<file path="src/rtl/vnorm_pkg.sv">
`timescale 1ns / 1ps
// ----------------------------------------------------------------------------
// vnorm_pkg
// Shared types and constants of the vector normalize unit.
// ----------------------------------------------------------------------------
package vnorm_pkg;

  // Width and reset value of the minimum length register.
  localparam int MIN_LEN_W = 16;
  localparam logic [MIN_LEN_W-1:0] MIN_LEN_RESET = 16'd1;

  // Control that travels beside the data from stage to stage.
  typedef struct packed {
    logic vld;
  } stage_ctl_t;

endpackage

</file>
<file path="src/rtl/vnorm_stage.sv">
`timescale 1ns / 1ps
// ----------------------------------------------------------------------------
// vnorm_stage
// One bit step of the pipelined square root and of the three unit quotients.
// Each quotient is the largest q with q*q*sum <= a*a*2^(2F), built one bit a
// stage from a remainder and the running product q*sum.
// ----------------------------------------------------------------------------
module vnorm_stage #(
  parameter int CW = 32,
  parameter int F  = 30,
  parameter int K  = 0
) (
  input  logic                       clk,
  input  logic                       rst,
  input  logic                       en,
  input  vnorm_pkg::stage_ctl_t      ctl_in,
  input  logic [2*CW-1:0]            sum_in,
  input  logic [2:0]                 neg_in,
  input  logic [CW-1:0]              root_in,
  input  logic [2*CW-1:0]            rrem_in,
  input  logic [2:0][F:0]            q_in,
  input  logic [2:0][F+2*CW:0]       prod_in,
  input  logic [2:0][2*CW+2*F-1:0]   res_in,
  output vnorm_pkg::stage_ctl_t      ctl_out,
  output logic [2*CW-1:0]            sum_out,
  output logic [2:0]                 neg_out,
  output logic [CW-1:0]              root_out,
  output logic [2*CW-1:0]            rrem_out,
  output logic [2:0][F:0]            q_out,
  output logic [2:0][F+2*CW:0]       prod_out,
  output logic [2:0][2*CW+2*F-1:0]   res_out
);

  localparam int SW = 2*CW;
  localparam int PW = F + 2*CW + 1;
  localparam int RW = 2*CW + 2*F;
  localparam int TW = RW + 2;

  logic [CW-1:0]           root_next;
  logic [SW-1:0]           rrem_next;
  logic [2:0][F:0]         q_next;
  logic [2:0][PW-1:0]      prod_next;
  logic [2:0][RW-1:0]      res_next;

  // Square root bit of this stage.
  generate
    if (K < CW) begin : g_root
      localparam int SB = CW - 1 - K;
      logic [SW:0] trial;
      always_comb begin
        trial     = ((SW+1)'(root_in) << (SB+1)) + ((SW+1)'(1) << (2*SB));
        root_next = root_in;
        rrem_next = rrem_in;
        if ({1'b0, rrem_in} >= trial) begin
          rrem_next      = rrem_in - trial[SW-1:0];
          root_next[SB]  = 1'b1;
        end
      end
    end else begin : g_root_pass
      always_comb begin
        root_next = root_in;
        rrem_next = rrem_in;
      end
    end
  endgenerate

  // Quotient bit of this stage for each component.
  generate
    if (K <= F) begin : g_quot
      localparam int QB = F - K;
      logic [2:0][TW-1:0] trial;
      always_comb begin
        for (int j = 0; j < 3; j++) begin
          trial[j]     = (TW'(prod_in[j]) << (QB+1)) + (TW'(sum_in) << (2*QB));
          q_next[j]    = q_in[j];
          prod_next[j] = prod_in[j];
          res_next[j]  = res_in[j];
          if (TW'(res_in[j]) >= trial[j]) begin
            res_next[j]   = res_in[j] - trial[j][RW-1:0];
            prod_next[j]  = prod_in[j] + (PW'(sum_in) << QB);
            q_next[j][QB] = 1'b1;
          end
        end
      end
    end else begin : g_quot_pass
      always_comb begin
        q_next    = q_in;
        prod_next = prod_in;
        res_next  = res_in;
      end
    end
  endgenerate

  // Valid bit.
  always_ff @(posedge clk) begin
    if (rst) begin
      ctl_out <= '0;
    end else if (en) begin
      ctl_out <= ctl_in;
    end
  end

  // Stage registers.
  always_ff @(posedge clk) begin
    if (en) begin
      sum_out  <= sum_in;
      neg_out  <= neg_in;
      root_out <= root_next;
      rrem_out <= rrem_next;
      q_out    <= q_next;
      prod_out <= prod_next;
      res_out  <= res_next;
    end
  end

endmodule
</file>
<file path="config.mk">
export PLATFORM = sky130hd
export DESIGN_NAME = vnorm_stage
export DESIGN_NICKNAME = d
export VERILOG_FILES = /design/src/rtl/vnorm_pkg.sv /design/src/rtl/vnorm_stage.sv
export SDC_FILE = /design/constraint.sdc
export NUM_CORES = 2
export LEC_CHECK = 0
export BUFFER_PORTS_ARGS = -buffer_cell sky130_fd_sc_hd__buf_2
export CORE_AREA = 2 2 722 724
export DETAILED_ROUTE_END_ITERATION = 12
export DIE_AREA = 0 0 724 726
export GPL_ROUTABILITY_DRIVEN = 1
export RECOVER_POWER = 100
export SLEW_MARGIN = 10
export SYNTH_ARGS = -nofsm -noshare
export SYNTH_HDL_FRONTEND = slang
export SYNTH_SLANG_ARGS = --single-unit
</file>
<file path="constraint.sdc">
create_clock -name clk -period 8.3 [get_ports clk]
set_input_delay 0.83 -clock clk [delete_from_list [all_inputs] [get_ports clk]]
set_output_delay 0.83 -clock clk [all_outputs]
set_load 0.01 [all_outputs]
</file>
==> run summary <==
# nets final -> 11.34k
drt pass-1 iters -> 6
setup bufs post-CTS -> 0
Yosys reg bits -> 914
most frequent cells in the layout -> 1,218 x clkbuf_1, 913 x edfxtp_1, 812 x nand2_1, 755 x a21oi_1, 696 x ha_1
GRT Overall Usage -> 18.58%
initial antenna violation count -> 270
CORE AREA -> 518,600 um^2
H-tree Lvls -> 4
Worst Path Arrival -> 8.40 ns
post_cts resized -> 0
Power Dens Cells -> 216.3 nW/um^2
Filler Cell Count -> 58.70k
total power -> 20,630 uW
ANT nets after route -> 0
Max Slew Vio Count -> 831
Die Ht -> 726 um
hold-fix buffer count after cts -> 0
max_cap viols -> 23
Area Growth Syn to Fin -> 30.97%
Finish-stage setup viols -> 0
pin count of the biggest net entering global routing -> 150
Synth Net Count -> 9,381
worst-path fanout max -> 24
Top Family by Delay on Critical Path -> compound AO/OA/AOI/OAI gates
average wire per standard cell -> 30.48 um
Die Area -> 525,600 um^2
Die Wd -> 724 um
fin crit period -> 7.870 ns
pre-CTS setup slack -> -0.04650 ns
Worst setup SP type -> input pin
Worst Tran Pin Value -> 4.118 ns
Reg clk slew, reported paths -> 0.07 ns
Post-synth EDFFs -> 913
global-route wire length before repair -> 651,000 um
via count -> 72.63k
fmax -> 0.1271 GHz
Async S/R FF share, synth -> 0%
WS Path Type -> input pin to flop
most common cell after layout, fill and taps aside -> clkbuf_1
Skew-Pair Late Insertion Delay -> 0.81 ns
CP Capture Type -> flop
drc violations -> 0
Worst VDD drop -> 147.0 uV
Data required, critical path -> 8.83 ns
slowest CP cell -> clkbuf_1
IO Port Bufs -> 1,830
slowest cell delay on critical path -> 1.42 ns
status -> finished with violations
GRT overflow -> 0
starting density of the core -> 14.04%
worst hold path type -> input pin to flop
Total Wirelength -> 514,700 um
CTS Sinks -> 914
Synth warnings -> 0
Worst Skew -> 0 ns
starting DRC count in detailed routing -> 6,330
period utilization -> 94.82%
post-DP HPWL -> 450,300 um
Leak -> 0.03763 uW
predominant post-synthesis flop cell -> edfxtp_1
violated checks -> max-capacitance violations, max-slew violations
Rel. slew slack -> -174.5%
proportion of layout cells with a drive suffix above 1 -> 13.50%
sequential area share after synthesis -> 37.68%
Final WS setup -> 0.4303 ns
IO Count -> 1,831
cells after synthesis -> 7,758
CP Depth -> 25
CTS tree -> built
worst r2r path cells -> 2
Root Driver -> clkbuf_16
final hold violations -> 0
WHS Path Cells -> 1
# rows -> 265
via density per instance -> 4.301
Worst Path Buf+Inv -> 4
Yosys cell types -> 93
vias in the first global route -> 68.72k
CTS Buf Count -> 135
Clock Tree Buf Depth -> 4
routability cong. -> 0.9508
synthesized cell area -> 72,820 um^2
RSZ-0062 raised after global routing -> false
synthesized area per cell -> 9.387 um^2
==> registers in the layout (all words and copies together), names as in the netlist <==
signal / cells
ctl_out: 1
neg_out: 3
prod_out: 285
q_out: 93
res_out: 372
root_out: 32
rrem_out: 64
sum_out: 64
==> area by class of cell <==
class	count	area [um^2]	share of cell area, %
Antenna cell	119	297.8	0.3122
Clock buffer	155	3538	3.710
Clock inverter	87	1091	1.144
Inverter	291	1092	1.145
Multi-Input combinational cell	6217	42900	44.98
Sequential cell	914	27440	28.77
Tap cell	6942	8686	9.107
Timing Repair Buffer	2160	10330	10.83
==> per-layer routing <==
| metal | share of wire [%] | vias to the layer above | track usage [%] |
|---|---|---|---|
| li1 | - | 33190 | - |
| met1 | 40 | 35000 | 22.34 |
| met2 | 43 | 3524 | 28.38 |
| met3 | 11 | 821 | 7.046 |
| met4 | 6.7 | 88 | 10.25 |
| met5 | 0.10 | - | 0 |
==> worst paths after layout <==
check / slack (ns) / from / endpoint
max reg2reg: 7.70 / ctl_out$_SDFFE_PP0P_ / ctl_out$_SDFFE_PP0P_
min reg2reg: 0.52 / ctl_out$_SDFFE_PP0P_ / ctl_out$_SDFFE_PP0P_
max: 0.43 / sum_in[43] / res_out[348]$_DFFE_PP_
min: 0.14 / q_in[3] / q_out[3]$_DFFE_PP_
==> Yosys cell counts (all sizes together), types with 78 or more instances <==
library cell / instances / area (um^2)
nor2b: 98 / 613.1
edfxtp: 913 / 27420
inv: 291 / 1092
o21bai: 131 / 983.4
a21oi: 755 / 3779
xnor2: 374 / 3276
ha: 696 / 8708
mux2: 180 / 2027
clkbuf: 268 / 1007
nand2: 812 / 3048
nand3: 152 / 760.7
nand2b: 85 / 531.8
xor2: 283 / 2479
o21ai: 714 / 3573
o21a: 78 / 585.6
a21o: 429 / 3221
nor3: 104 / 525.5
nand4: 173 / 1082
nor2: 365 / 1370
==> logic make-up after synthesis <==
logic type	count (synthesis)	synth area share, %
fa+ha+maj	706	12.23
compound gates	2613	22.41
mux	194	2.976
buf+inv	627	3.500
xor+xnor	657	7.902
simple gates	2047	13.30
flops	914	37.68
==> power by group <==
part	total [uW]	internal [uW]	switching, uW
sequential	6010	5740	266
clock	6250	3690	2560
combinational	8380	2850	5530
==> per-stage QoR <==
stage	hold WS (ns)	TNS, ns	util [%]	cell area (um^2)	std cells
after global routing	0.05733	0	18.37	95240	16830
after floorplan	0.5279	0	-	72820	7758
after global placement	0.4879	-0.4232	17.76	92110	16520
after detailed placement	0.4970	-0.8801	17.76	92110	16520
final	0.1415	0	18.39	95380	16890
after CTS	0.008397	0	18.66	96740	16770
==> worst reg2reg max path, delay by kind of cell, from the launching register on <==
| kind | cells | cell delay, ns |
|---|---|---|
| DFF | 1 | 0.31 |
| muxes | 1 | 0.13 |
| and+or+nand+nor | 1 | 0.05 |
Power figures use the tool's default switching activity.
